[config.mk]
export PLATFORM = sky130hd
export DESIGN_NAME = usb_enum_watchdog_fsm
export DESIGN_NICKNAME = d
export VERILOG_FILES = /design/src/hw/rtl/uew_pkg.sv /design/src/hw/rtl/uew_core.sv /design/src/hw/rtl/usb_enum_watchdog_fsm.sv
export SDC_FILE = /design/constraint.sdc
export NUM_CORES = 1
export LEC_CHECK = 0
export ABC_AREA = 1
export BUFFER_PORTS_ARGS = -buffer_cell sky130_fd_sc_hd__buf_2
export CORE_MARGIN = 2
export CORE_UTILIZATION = 30
export DETAILED_ROUTE_END_ITERATION = 12
export MAX_ROUTING_LAYER = met4
export PLACE_DENSITY = 0.43
export SLEW_MARGIN = 30
export SYNTH_ARGS = -nofsm -noshare
export SYNTH_HDL_FRONTEND = slang
export SYNTH_HIERARCHICAL = 1
export SYNTH_SLANG_ARGS = --single-unit
export TNS_END_PERCENT = 50
[constraint.sdc]
create_clock -name aclk -period 7.13 [get_ports aclk]
set_input_delay 0.713 -clock aclk [delete_from_list [all_inputs] [get_ports aclk]]
set_output_delay 0.713 -clock aclk [all_outputs]
set_load 0.05 [all_outputs]
[src/hw/rtl/uew_pkg.sv]
// ----------------------------------------------------------------------------
// uew_pkg
// Types and constants shared by the USB enumeration watchdog.
// ----------------------------------------------------------------------------
package uew_pkg;

    localparam int CFG_W = 16;

    // Configuration register indexes
    localparam logic [1:0] CFG_GRACE    = 2'd0;
    localparam logic [1:0] CFG_STALL    = 2'd1;
    localparam logic [1:0] CFG_COOLDOWN = 2'd2;

    localparam logic [CFG_W-1:0] GRACE_RST    = 16'd4000;
    localparam logic [CFG_W-1:0] STALL_RST    = 16'd3000;
    localparam logic [CFG_W-1:0] COOLDOWN_RST = 16'd4000;

    // Event codes
    localparam logic [3:0] FN_TICK       = 4'd0;
    localparam logic [3:0] FN_WATCH      = 4'd1;
    localparam logic [3:0] FN_HOST_START = 4'd2;
    localparam logic [3:0] FN_HOST_STOP  = 4'd3;
    localparam logic [3:0] FN_ATTACH     = 4'd4;
    localparam logic [3:0] FN_REMOVE     = 4'd5;
    localparam logic [3:0] FN_CONFIGURED = 4'd6;
    localparam logic [3:0] FN_UNMOUNTED  = 4'd7;
    localparam logic [3:0] FN_IFACE_OPEN = 4'd8;
    localparam logic [3:0] FN_RESET_DONE = 4'd9;

    // Descriptor poll results
    localparam logic [1:0] KIND_ADDRESSED = 2'd1;
    localparam logic [1:0] KIND_MOUNTED   = 2'd2;

    // Actions
    localparam logic [1:0] ACT_NONE   = 2'd0;
    localparam logic [1:0] ACT_RESET  = 2'd1;
    localparam logic [1:0] ACT_RESUME = 2'd2;

    // Progress steps
    localparam logic [2:0] PG_NONE    = 3'd0;
    localparam logic [2:0] PG_ATTACH  = 3'd1;
    localparam logic [2:0] PG_DEVDESC = 3'd2;
    localparam logic [2:0] PG_SETADDR = 3'd3;
    localparam logic [2:0] PG_IFACE   = 3'd5;
    localparam logic [2:0] PG_MOUNT   = 3'd6;

    // Lifecycle codes as reported on the result channel
    localparam logic [2:0] LC_DISC    = 3'd0;
    localparam logic [2:0] LC_GRACE   = 3'd1;
    localparam logic [2:0] LC_ENUM    = 3'd2;
    localparam logic [2:0] LC_MOUNTED = 3'd3;
    localparam logic [2:0] LC_FAILED  = 3'd4;
    localparam logic [2:0] LC_RECWAIT = 3'd5;

    typedef enum logic [5:0] {
        L_DISC    = 6'b000001,
        L_GRACE   = 6'b000010,
        L_ENUM    = 6'b000100,
        L_MOUNTED = 6'b001000,
        L_FAILED  = 6'b010000,
        L_RECWAIT = 6'b100000
    } life_t;

    typedef struct packed {
        logic [3:0]  func;
        logic        root_present;
        logic        device_configured;
        logic [1:0]  poll_kind;
        logic [6:0]  device_addr;
        logic [15:0] vendor_id;
        logic [15:0] product_id;
    } evt_t;

    typedef struct packed {
        logic [6:0]  seen_addr;
        logic [15:0] seen_product;
        logic [15:0] seen_vendor;
        logic        recovery_done_flag;
        logic [2:0]  progress;
        logic [2:0]  life_state;
        logic [1:0]  action;
    } res_t;

    typedef struct packed {
        logic [CFG_W-1:0] grace_ticks;
        logic [CFG_W-1:0] stall_ticks;
        logic [CFG_W-1:0] cooldown_ticks;
    } cfg_t;

    function automatic logic [2:0] life_code(life_t st);
        logic [2:0] code;
        unique case (st)
            L_DISC:    code = LC_DISC;
            L_GRACE:   code = LC_GRACE;
            L_ENUM:    code = LC_ENUM;
            L_MOUNTED: code = LC_MOUNTED;
            L_FAILED:  code = LC_FAILED;
            L_RECWAIT: code = LC_RECWAIT;
            default:   code = LC_DISC;
        endcase
        return code;
    endfunction

endpackage

[src/hw/rtl/uew_core.sv]
// ----------------------------------------------------------------------------
// uew_core
// Lifecycle state, progress and timers; one event applied per enabled cycle.
// ----------------------------------------------------------------------------
module uew_core #(
    parameter int TIMER_BITS = 16
) (
    input  logic          aclk,
    input  logic          aresetn,
    input  logic          step_en,
    input  uew_pkg::evt_t evt,
    input  uew_pkg::cfg_t cfg,
    output uew_pkg::res_t res_next
);

    localparam int CMP_W = (TIMER_BITS > uew_pkg::CFG_W) ? TIMER_BITS : uew_pkg::CFG_W;

    typedef struct packed {
        uew_pkg::life_t        cs;
        logic [2:0]            ls;
        logic [TIMER_BITS-1:0] tis;
        logic [TIMER_BITS-1:0] tss;
        logic                  ru;
        logic                  rs;
        logic                  att;
        logic [15:0]           kv;
        logic [15:0]           kp;
        logic [6:0]            ka;
    } ctx_t;

    ctx_t       ctx_reg;
    ctx_t       ctx_next;
    logic [1:0] act;

    function automatic ctx_t move_to(ctx_t c, uew_pkg::life_t st);
        ctx_t r;
        r = c;
        if (r.cs != st) begin
            r.cs  = st;
            r.tis = '0;
        end
        return r;
    endfunction

    function automatic ctx_t record_step(ctx_t c, logic [2:0] p);
        ctx_t r;
        r     = c;
        r.ls  = p;
        r.tss = '0;
        if ((r.cs == uew_pkg::L_GRACE || r.cs == uew_pkg::L_RECWAIT ||
             r.cs == uew_pkg::L_FAILED || r.cs == uew_pkg::L_DISC) &&
            p >= uew_pkg::PG_ATTACH && p <= uew_pkg::PG_IFACE) begin
            r    = move_to(r, uew_pkg::L_ENUM);
            r.rs = 1'b0;
        end
        return r;
    endfunction

    function automatic ctx_t clear_cycle(ctx_t c);
        ctx_t r;
        r     = c;
        r.ls  = uew_pkg::PG_NONE;
        r.tss = '0;
        r.ru  = 1'b0;
        r.rs  = 1'b0;
        r.att = 1'b0;
        r.kv  = '0;
        r.kp  = '0;
        r.ka  = '0;
        return r;
    endfunction

    function automatic ctx_t poll_progress(ctx_t c, uew_pkg::evt_t e);
        ctx_t r;
        r = c;
        if (e.poll_kind == uew_pkg::KIND_MOUNTED) begin
            if (r.cs != uew_pkg::L_MOUNTED) begin
                r.kv = e.vendor_id;
                r.kp = e.product_id;
                r.ka = e.device_addr;
                r    = record_step(r, uew_pkg::PG_MOUNT);
                r    = move_to(r, uew_pkg::L_MOUNTED);
            end
        end else if (e.poll_kind == uew_pkg::KIND_ADDRESSED) begin
            if (e.vendor_id != r.kv || e.product_id != r.kp ||
                r.ls < uew_pkg::PG_DEVDESC) begin
                r.kv = e.vendor_id;
                r.kp = e.product_id;
                r.ka = e.device_addr;
                if (r.ls < uew_pkg::PG_SETADDR) begin
                    r = record_step(r, uew_pkg::PG_SETADDR);
                end
                r = record_step(r, uew_pkg::PG_DEVDESC);
            end
        end
        return r;
    endfunction

    always_comb begin
        ctx_t c;
        c   = ctx_reg;
        act = uew_pkg::ACT_NONE;
        unique case (evt.func)
            uew_pkg::FN_TICK: begin
                if (c.tis != '1) c.tis = c.tis + 1'b1;
                if (c.tss != '1) c.tss = c.tss + 1'b1;
            end
            uew_pkg::FN_WATCH: begin
                if (!evt.root_present) begin
                    if (c.cs != uew_pkg::L_DISC) begin
                        c = clear_cycle(c);
                        c = move_to(c, uew_pkg::L_DISC);
                    end
                end else if (c.cs == uew_pkg::L_DISC) begin
                    c     = move_to(c, uew_pkg::L_GRACE);
                    c.tss = '0;
                end else if (evt.device_configured) begin
                    if (c.cs != uew_pkg::L_MOUNTED) c = poll_progress(c, evt);
                end else begin
                    c = poll_progress(c, evt);
                    if (c.cs == uew_pkg::L_MOUNTED) begin
                        act = uew_pkg::ACT_NONE;
                    end else if (c.cs == uew_pkg::L_GRACE) begin
                        if (CMP_W'(c.tis) < CMP_W'(cfg.grace_ticks)) begin
                            act = uew_pkg::ACT_NONE;
                        end else if (!c.att && c.ls == uew_pkg::PG_NONE && !c.ru) begin
                            act = uew_pkg::ACT_RESET;
                        end else begin
                            c = move_to(c, uew_pkg::L_ENUM);
                        end
                    end else begin
                        // An enumeration stall with the reset spent drops into
                        // the failed handling below in the same event.
                        if (c.cs == uew_pkg::L_ENUM) begin
                            if (c.ls == uew_pkg::PG_NONE) begin
                                if (CMP_W'(c.tss) >= CMP_W'(cfg.grace_ticks) && !c.ru)
                                    act = uew_pkg::ACT_RESET;
                            end else if (CMP_W'(c.tss) < CMP_W'(cfg.stall_ticks)) begin
                                act = uew_pkg::ACT_NONE;
                            end else if (!c.ru) begin
                                act = uew_pkg::ACT_RESET;
                            end else begin
                                c = move_to(c, uew_pkg::L_FAILED);
                            end
                        end
                        if (c.cs == uew_pkg::L_FAILED) begin
                            if (!c.rs) begin
                                c.rs = 1'b1;
                                act  = uew_pkg::ACT_RESUME;
                            end
                        end else if (c.cs == uew_pkg::L_RECWAIT) begin
                            if (CMP_W'(c.tis) >= CMP_W'(cfg.cooldown_ticks))
                                c = move_to(c, uew_pkg::L_FAILED);
                        end
                    end
                end
            end
            uew_pkg::FN_HOST_START: begin
                c = clear_cycle(c);
                if (evt.root_present) begin
                    c     = move_to(c, uew_pkg::L_GRACE);
                    c.tss = '0;
                end else begin
                    c = move_to(c, uew_pkg::L_DISC);
                end
            end
            uew_pkg::FN_HOST_STOP, uew_pkg::FN_REMOVE: begin
                c = clear_cycle(c);
                c = move_to(c, uew_pkg::L_DISC);
            end
            uew_pkg::FN_ATTACH: begin
                c.att = 1'b1;
                if (c.cs != uew_pkg::L_MOUNTED) begin
                    if (c.cs != uew_pkg::L_ENUM) begin
                        c.ru = 1'b0;
                        c.rs = 1'b0;
                    end
                    c = record_step(c, uew_pkg::PG_ATTACH);
                    c = move_to(c, uew_pkg::L_ENUM);
                end
            end
            uew_pkg::FN_CONFIGURED: begin
                c.kv = evt.vendor_id;
                c.kp = evt.product_id;
                c.ka = evt.device_addr;
                c    = record_step(c, uew_pkg::PG_MOUNT);
                c    = move_to(c, uew_pkg::L_MOUNTED);
                c.ru = 1'b0;
            end
            uew_pkg::FN_UNMOUNTED: begin
                if (c.cs == uew_pkg::L_MOUNTED) begin
                    c.ls  = uew_pkg::PG_NONE;
                    c.tss = '0;
                    c     = move_to(c, uew_pkg::L_GRACE);
                    c.rs  = 1'b0;
                end
            end
            uew_pkg::FN_IFACE_OPEN: begin
                c = record_step(c, uew_pkg::PG_IFACE);
            end
            uew_pkg::FN_RESET_DONE: begin
                // kept address survives the recovery reset
                c.ru  = 1'b1;
                c.att = 1'b0;
                c.ls  = uew_pkg::PG_NONE;
                c.tss = '0;
                c.kv  = '0;
                c.kp  = '0;
                c     = move_to(c, uew_pkg::L_RECWAIT);
            end
            default: begin
                c = ctx_reg;
            end
        endcase
        ctx_next = c;
    end

    always_comb begin
        res_next.action             = act;
        res_next.life_state         = uew_pkg::life_code(ctx_next.cs);
        res_next.progress           = ctx_next.ls;
        res_next.recovery_done_flag = ctx_next.ru;
        res_next.seen_vendor        = ctx_next.kv;
        res_next.seen_product       = ctx_next.kp;
        res_next.seen_addr          = ctx_next.ka;
    end

    always_ff @(posedge aclk) begin
        if (!aresetn) begin
            ctx_reg.cs  <= uew_pkg::L_DISC;
            ctx_reg.ls  <= uew_pkg::PG_NONE;
            ctx_reg.tis <= '0;
            ctx_reg.tss <= '0;
            ctx_reg.ru  <= 1'b0;
            ctx_reg.rs  <= 1'b0;
            ctx_reg.att <= 1'b0;
            ctx_reg.kv  <= '0;
            ctx_reg.kp  <= '0;
            ctx_reg.ka  <= '0;
        end else if (step_en) begin
            ctx_reg <= ctx_next;
        end
    end

endmodule

[src/hw/rtl/usb_enum_watchdog_fsm.sv]
// ----------------------------------------------------------------------------
// usb_enum_watchdog_fsm
// USB host enumeration watchdog: one event in, one action and status out.
// ----------------------------------------------------------------------------
//
//  channel   | direction | content                                | width
//  ----------+-----------+----------------------------------------+------
//  s_axis    | in        | event code (tuser), poll data (tdata)  | 4/48
//  m_axis    | out       | action and lifecycle snapshot (tdata)  | 48
//  cfg       | in        | grace / stall / cooldown windows       | 16
//
//  One transfer per cycle sustained on both channels while m_axis_tready stays
//  high; each event yields one result, held first in the input register and
//  then in the result register. The single state update step sets the rate.
//  Reset (aresetn low, synchronous) returns the lifecycle to disconnected,
//  clears both timers and all kept identifiers, and loads the default windows.
//  A stalled result register holds the input register, which then drops
//  s_axis_tready; events already in flight are never lost or repeated.
//
module usb_enum_watchdog_fsm #(
    parameter int TIMER_BITS = 16
) (
    input  logic        aclk,
    input  logic        aresetn,
    input  logic        s_axis_tvalid,
    output logic        s_axis_tready,
    // root_present[0], device_configured[1], poll_kind[3:2],
    // device_addr[10:4], vendor_id[26:11], product_id[42:27], zero pad[47:43]
    input  logic [47:0] s_axis_tdata,
    // func[3:0]
    input  logic [3:0]  s_axis_tuser,
    output logic        m_axis_tvalid,
    input  logic        m_axis_tready,
    // action[1:0], life_state[4:2], progress[7:5], recovery_done_flag[8],
    // seen_vendor[24:9], seen_product[40:25], seen_addr[47:41]
    output logic [47:0] m_axis_tdata,
    input  logic        cfg_we,
    input  logic [1:0]  cfg_index,
    input  logic [15:0] cfg_wdata
);

    logic          in_valid_reg;
    logic          in_valid_next;
    uew_pkg::evt_t in_item_reg;
    logic          out_valid_reg;
    logic          out_valid_next;
    uew_pkg::res_t out_res_reg;
    uew_pkg::res_t res_next;
    uew_pkg::cfg_t cfg_reg;
    logic          s_xfer;
    logic          advance;

    // The held event moves into the result register whenever that register
    // is empty or its transfer completes this cycle.
    assign advance       = in_valid_reg && (!out_valid_reg || m_axis_tready);
    assign s_axis_tready = !in_valid_reg || advance;
    assign s_xfer        = s_axis_tvalid && s_axis_tready;

    always_comb begin
        if (s_xfer)       in_valid_next = 1'b1;
        else if (advance) in_valid_next = 1'b0;
        else              in_valid_next = in_valid_reg;

        if (advance)            out_valid_next = 1'b1;
        else if (m_axis_tready) out_valid_next = 1'b0;
        else                    out_valid_next = out_valid_reg;
    end

    always_ff @(posedge aclk) begin
        if (!aresetn) begin
            in_valid_reg  <= 1'b0;
            out_valid_reg <= 1'b0;
        end else begin
            in_valid_reg  <= in_valid_next;
            out_valid_reg <= out_valid_next;
        end
    end

    // Payload registers, no reset needed
    always_ff @(posedge aclk) begin
        if (s_xfer) begin
            in_item_reg.func              <= s_axis_tuser;
            in_item_reg.root_present      <= s_axis_tdata[0];
            in_item_reg.device_configured <= s_axis_tdata[1];
            in_item_reg.poll_kind         <= s_axis_tdata[3:2];
            in_item_reg.device_addr       <= s_axis_tdata[10:4];
            in_item_reg.vendor_id         <= s_axis_tdata[26:11];
            in_item_reg.product_id        <= s_axis_tdata[42:27];
        end
        if (advance) begin
            out_res_reg <= res_next;
        end
    end

    // Configuration; writes to an index beyond the list are dropped
    always_ff @(posedge aclk) begin
        if (!aresetn) begin
            cfg_reg.grace_ticks    <= uew_pkg::GRACE_RST;
            cfg_reg.stall_ticks    <= uew_pkg::STALL_RST;
            cfg_reg.cooldown_ticks <= uew_pkg::COOLDOWN_RST;
        end else if (cfg_we) begin
            unique case (cfg_index)
                uew_pkg::CFG_GRACE:    cfg_reg.grace_ticks    <= cfg_wdata;
                uew_pkg::CFG_STALL:    cfg_reg.stall_ticks    <= cfg_wdata;
                uew_pkg::CFG_COOLDOWN: cfg_reg.cooldown_ticks <= cfg_wdata;
                default:               cfg_reg                <= cfg_reg;
            endcase
        end
    end

    // State engine: updates lifecycle, progress and timers on each advance
    uew_core #(
        .TIMER_BITS (TIMER_BITS)
    ) u_core (
        .aclk     (aclk),
        .aresetn  (aresetn),
        .step_en  (advance),
        .evt      (in_item_reg),
        .cfg      (cfg_reg),
        .res_next (res_next)
    );

    assign m_axis_tvalid = out_valid_reg;
    assign m_axis_tdata  = {out_res_reg.seen_addr, out_res_reg.seen_product,
                            out_res_reg.seen_vendor, out_res_reg.recovery_done_flag,
                            out_res_reg.progress, out_res_reg.life_state,
                            out_res_reg.action};

endmodule

======== Yosys cells after proc, flatten, opt, wreduce, memory -nomap -nowiden ========
Cells that the tools add are included.
storage, ports and cells
  output and inout port bits .............. 50
  input port bits ......................... 75
  logic and storage cells ................. 252
  register bits ........................... 228
operators by class
  reduce and logical (&&, ||, !) cells .... 39
  order comparisons ....................... 6
  add/sub/neg operators ................... 2
  muxes and demuxes ....................... 101
  bitwise gates (word level) .............. 6
  eq/ne operators ......................... 69
operator list
  operator                 number
  $mux W83                 55
  $pmux W42 S8             1
  $pmux W32 S9             1
  $mux W16                 13
  $pmux W9 S8              1
  $mux W6                  11
  $mux W42                 1
  $ne A6 B3 Y1 const B     7
  $mux W40                 1
  $add A16 B1 Y16 const B  2
  $ge A16 B16 Y1           2
  $lt A16 B16 Y1           2
  $ne A16 B16 Y1           2
  $ne A16 B16 Y1 const B   2
  $eq A6 B2 Y1 const B     5
  $eq A6 B5 Y1 const B     5
  $eq A6 B6 Y1 const B     5
  $eq A6 B1 Y1 const B     3
  $eq A6 B4 Y1 const B     3
  $eq A4 B3 Y1 const B     4
  $mux W2                  8
  $pmux W3 S5              1
  $ne A2 B1 Y1 const B     7
  $reduce_and A14 Y1       1
  other kinds (36)         80

======== Longest topological paths before layout ========
  depth in word-level cells ............... 50
  depth in mapped cells ................... 47
  gate-level depth less buffers ........... 44

======== Hierarchy ========
The synthesis kept the hierarchy.
by module, submodules not included
  module                 cells an instance  times used  area each (um^2)  sequential area each (um^2)
  uew_core               1817               1           10592.7           1661.6
  usb_enum_watchdog_fsm  382                1           4898.4            3853.7

======== Worst setup path after synthesis ========
Ideal clock, no wire load.
  path type ............................... register to register
  start point ............................. register in_item_reg[19] in the netlist's numbering
  end point ............................... register out_res_reg, in the netlist m_axis_tdata[2] (data pin)
  setup time .............................. 0.259 ns
  buffers on the path ..................... 3
  required time ........................... 6.871 ns
  arrival time ............................ 5.100 ns
  setup slack ............................. 1.771 ns
  stages on the path, launching flop included .. 45
  clock period less this slack ............ 5.359 ns
  cell sequence ........................... edfxtp_1 > inv_1 > nand2_1 > nand2_1 > clkinv_1 > nand2_1 > nor2_1 > nand2_1 > nor2_2 > nand3_2 > nand2_4 > nand2_1 > clkbuf_1 > buf_1 > nor2_1 > ha_1 > nand2_1 > inv_1 > (+9 left out) > nand2_1 > a21oi_1 > o21ai_0 > nand2_1 > a21boi_0 > o21a_1 > o21a_1 > o21ai_0 > a21o_1 > nand2_1 > nand4_4 > nand2_1 > nand2_1 > nand2_1 > nand3_1 > nor2_2 > nand2_1 > nand3_1
RTL lines
  element               RTL line                     source
  start, declared       usb_enum_watchdog_fsm.sv:44  uew_pkg::evt_t in_item_reg;
  end signal, assigned  usb_enum_watchdog_fsm.sv:91  out_res_reg <= res_next;
  end, declared         usb_enum_watchdog_fsm.sv:47  uew_pkg::res_t out_res_reg;

======== Final worst setup path ========
  start point ............................. register in_item_reg[4] in the netlist's numbering
  end point ............................... register u_core/ctx_reg[64] in the netlist's numbering
between the ends
  word-level cells in the longest chain between the ends .. 33
  elaborated cells on any way between the ends .. 53
  classes of those cells .................. order compare: 3; eq/ne: 10; mux: 32; reduce/logical: 8
ends and longest elaborated chain
  element                                                  RTL line         source
  $ne A16 B16 Y1 *                                         uew_core.sv:85   if (e.vendor_id != r.kv || e.product_id != r.kp ||
  $logic_or A1 B1 Y1 * (2 in a row)                        uew_core.sv:85
  branches (longest 30 deep; another with $lt A16 B16 Y1)  n/a
  end signal, assigned                                     uew_core.sv:241  ctx_reg <= ctx_next;
  end, declared                                            uew_core.sv:31   ctx_t ctx_reg;
Mark *: on every way between the ends. The select of a mux whose other input is x is not followed.
A chain may end at the register's enable or synchronous reset.

==> impl_metrics.ini <==
[sta]
clock_skew_ns = 0.0287
hold_slack_ns = 0.293
maxSlewViolCount = 0
rsz0062_at_grt = no
hold_viol_final = 0
setup_violations = 0
fin_crit_ns = 6.63
max_freq_mhz = 151
worst_pin_slew_ns = 0.937
relSlewSlack = 0.370
setup-tns-final_ns = 0
fin_crit_sh = 0.929

[floorplanning]
die_w_microns = 231
core-area_sq_um = 51200
io_pins = 125
start_util = 0.303
die_area_sq_um = 53500
rows = 83
die_y_microns = 231

[clock_tree]
cts_max_level = 1
cts_setup_buffers = 0
cts_buffers = 30
clockBufferDepth = 3
cts_tree = built
postCtsHoldBufs = 0
insertion_delay_ns = 0.59
cts_resized = 0
root_buffer = clkbuf_16
path_clk_slew_ns = 0.06
cts.sinks = 228

[worst_setup_path]
worstPathArrival_ns = 7.13
path_max_fanout = 23
crit_required_ns = 7.64
crit_end = u_core/ctx_reg[64]$_SDFFE_PN0P_
cpMaxStageDelayCell = a2111oi_0
slowest_delay_ns = 0.66
path_class = reg2reg
regToRegEndpoint = u_core/ctx_reg[64]$_SDFFE_PN0P_
critPathCaptureType = flop
path_common_cell = nand2_1
critPathLaunch = in_item_reg[4]$_DFFE_PP_
r2r-start = in_item_reg[4]$_DFFE_PP_
reg2reg_depth = 35
cp-start-kind = flop
rrSetupSlack_ns = 0.50

[placed_design]
hpwl_microns = 37200
gp_congestion = 0.885
portBuffers = 119
dpl.cell_count = 2882

[finish]
fin_nets = 2375
instances_no_fill = 2940
fin_util = 0.342
final_cell_mix = nand2_1 (455), inv_1 (320), nor2_1 (217)
area_growth_pct = 13.2
fill_cells = 5496
drive_above_1_share = 0.124
multi_input_area_sq_um = 7890
antennaDiodeCount = 0
final_common_cell = nand2_1
regArea_sq_um = 5520
largest_register_ffs = 83

[pwr]
power.switching_mw = 1.24
p_seq_frac = 0.389
vdd_drop_max_uv = 147
powerDensity_nw_per_um2 = 222
p_leak_nw = 7.79
clockPowerShare = 0.415
power_mw = 3.88
switching_share = 0.320
comb_power_share = 0.196
p_int_mw = 2.64

[detailed_routing]
vias = 14800
firstDrtPassIters = 5
remaining_drc_errors = 0
drt-initial-drc-count = 1159
viasPerCell = 5.04
wirelength_microns = 53900
ant_nets = 0
wl_per_cell_microns = 18.3

[grt]
grtUsageTotal = 0.202
grt_max_degree = 95
antenna_found_initial = 0
overflow = 0
grt_pass1_wl_microns = 82200
grt_pass1_vias = 14000

[status]
status = completed

[yosys]
synth.cell_area_sq_um = 15500
synth_seq_cells = 228
async_reset_ff_frac = 0
synthesis.nets = 2338
ys.flop_type = dfxtp_1
ys_types = 56
syn_inst = 2199
yosysSeqAreaShare = 0.356
synth_edf_count = 95
syn_avg_cell_area_sq_um = 7.04
synth_warnings = 6

[job]
max_cap_viol_count = 0

[worst_hold_path]
worstHoldPathCells = 1
hold_path_class = in2reg
[cell families (layout without fill, tap and decap cells)]
family,Yosys count,count (layout),share of synthesized area
AO/OA/AOI/OAI,535,535,0.211
buffers and inverters,500,561,0.136
AND/OR/NAND/NOR,859,859,0.239
flip-flops,228,228,0.356
adder cells (fa/ha/maj),64,64,0.0517
XOR/XNOR,13,13,0.00735
[worst max-delay path, delay by kind of cell (launching register included)]
family	cells	cell delay, ns
AOI/OAI and AO/OA	11	2.03
buffers and inverters	3	0.53
DFF	1	0.44
and+or+nand+nor	18	2.50
adders and majority gates	2	0.61
xor gates and xnor gates	1	0.42
[per-layer routing]
metal  share of wire  global-route usage  routed length, microns
met4           0.021              0.0468                    1130
met2            0.46               0.326                   24900
met1            0.47               0.272                   25600
met5               0                   -                       0
met3           0.042              0.0224                    2290
[per-stage QoR]
stage	worst slack (ns)	area, sq um
5_1_grt	0.0453	17500
6_report	0.504	17500
2_1_floorplan	1.77	15500
3_3_place_gp	0.641	16400
3_5_place_dp	0.612	16400
4_1_cts	0.556	17500
[worst min-delay path by stage]
stage / to / startpoint / slack, ns
2_1_floorplan: cfg_reg[19]$_SDFFE_PN1P_ / cfg_reg[19]$_SDFFE_PN1P_ / 0.43
3_3_place_gp: cfg_reg[19]$_SDFFE_PN1P_ / cfg_reg[19]$_SDFFE_PN1P_ / 0.44
3_5_place_dp: cfg_reg[43]$_SDFFE_PN1P_ / cfg_reg[43]$_SDFFE_PN1P_ / 0.45
4_1_cts: in_item_reg[33]$_DFFE_PP_ / s_axis_tdata[5] / 0.26
5_1_grt: in_item_reg[36]$_DFFE_PP_ / s_axis_tdata[8] / 0.27
6_report: in_item_reg[33]$_DFFE_PP_ / s_axis_tdata[5] / 0.29
[power by group through the flow]
stage	logic, mW	clock network (mW)	registers (mW)
6_report	0.762	1.61	1.51
5_1_grt	0.850	1.71	1.52
3_5_place_dp	0.758	0	1.54
2_1_floorplan	0.506	0	1.59
4_1_cts	0.762	1.67	1.51
3_3_place_gp	0.749	0	1.54
[area by class of cell]
cell class              instances  area share
inverters                     354      0.0758
flip-flops and latches        228       0.315
repair buffers                151      0.0500
multi-input cells            1471       0.450
clock inverters                15     0.00871
well taps                     680      0.0485
clock buffers                  41      0.0522
[cells in the mapped netlist, types with 15 or more instances]
cell type | count | area (sq um)
nand4_1 | 24 | 150
o21ai_0 | 140 | 701
a211oi_1 | 34 | 255
a21oi_1 | 184 | 921
nor2_1 | 218 | 818
nor3_1 | 19 | 95.1
o221ai_1 | 19 | 166
a22oi_1 | 16 | 120
buf_4 | 47 | 353
edfxtp_1 | 95 | 2850
o21ai_1 | 15 | 75.1
inv_2 | 26 | 97.6
nand3_1 | 97 | 485
nand2_1 | 456 | 1710
ha_1 | 64 | 801
o22ai_1 | 25 | 156
clkbuf_1 | 77 | 289
inv_1 | 323 | 1210
a221oi_1 | 23 | 201
dfxtp_1 | 133 | 2660
(Power assumes the default switching activity.)
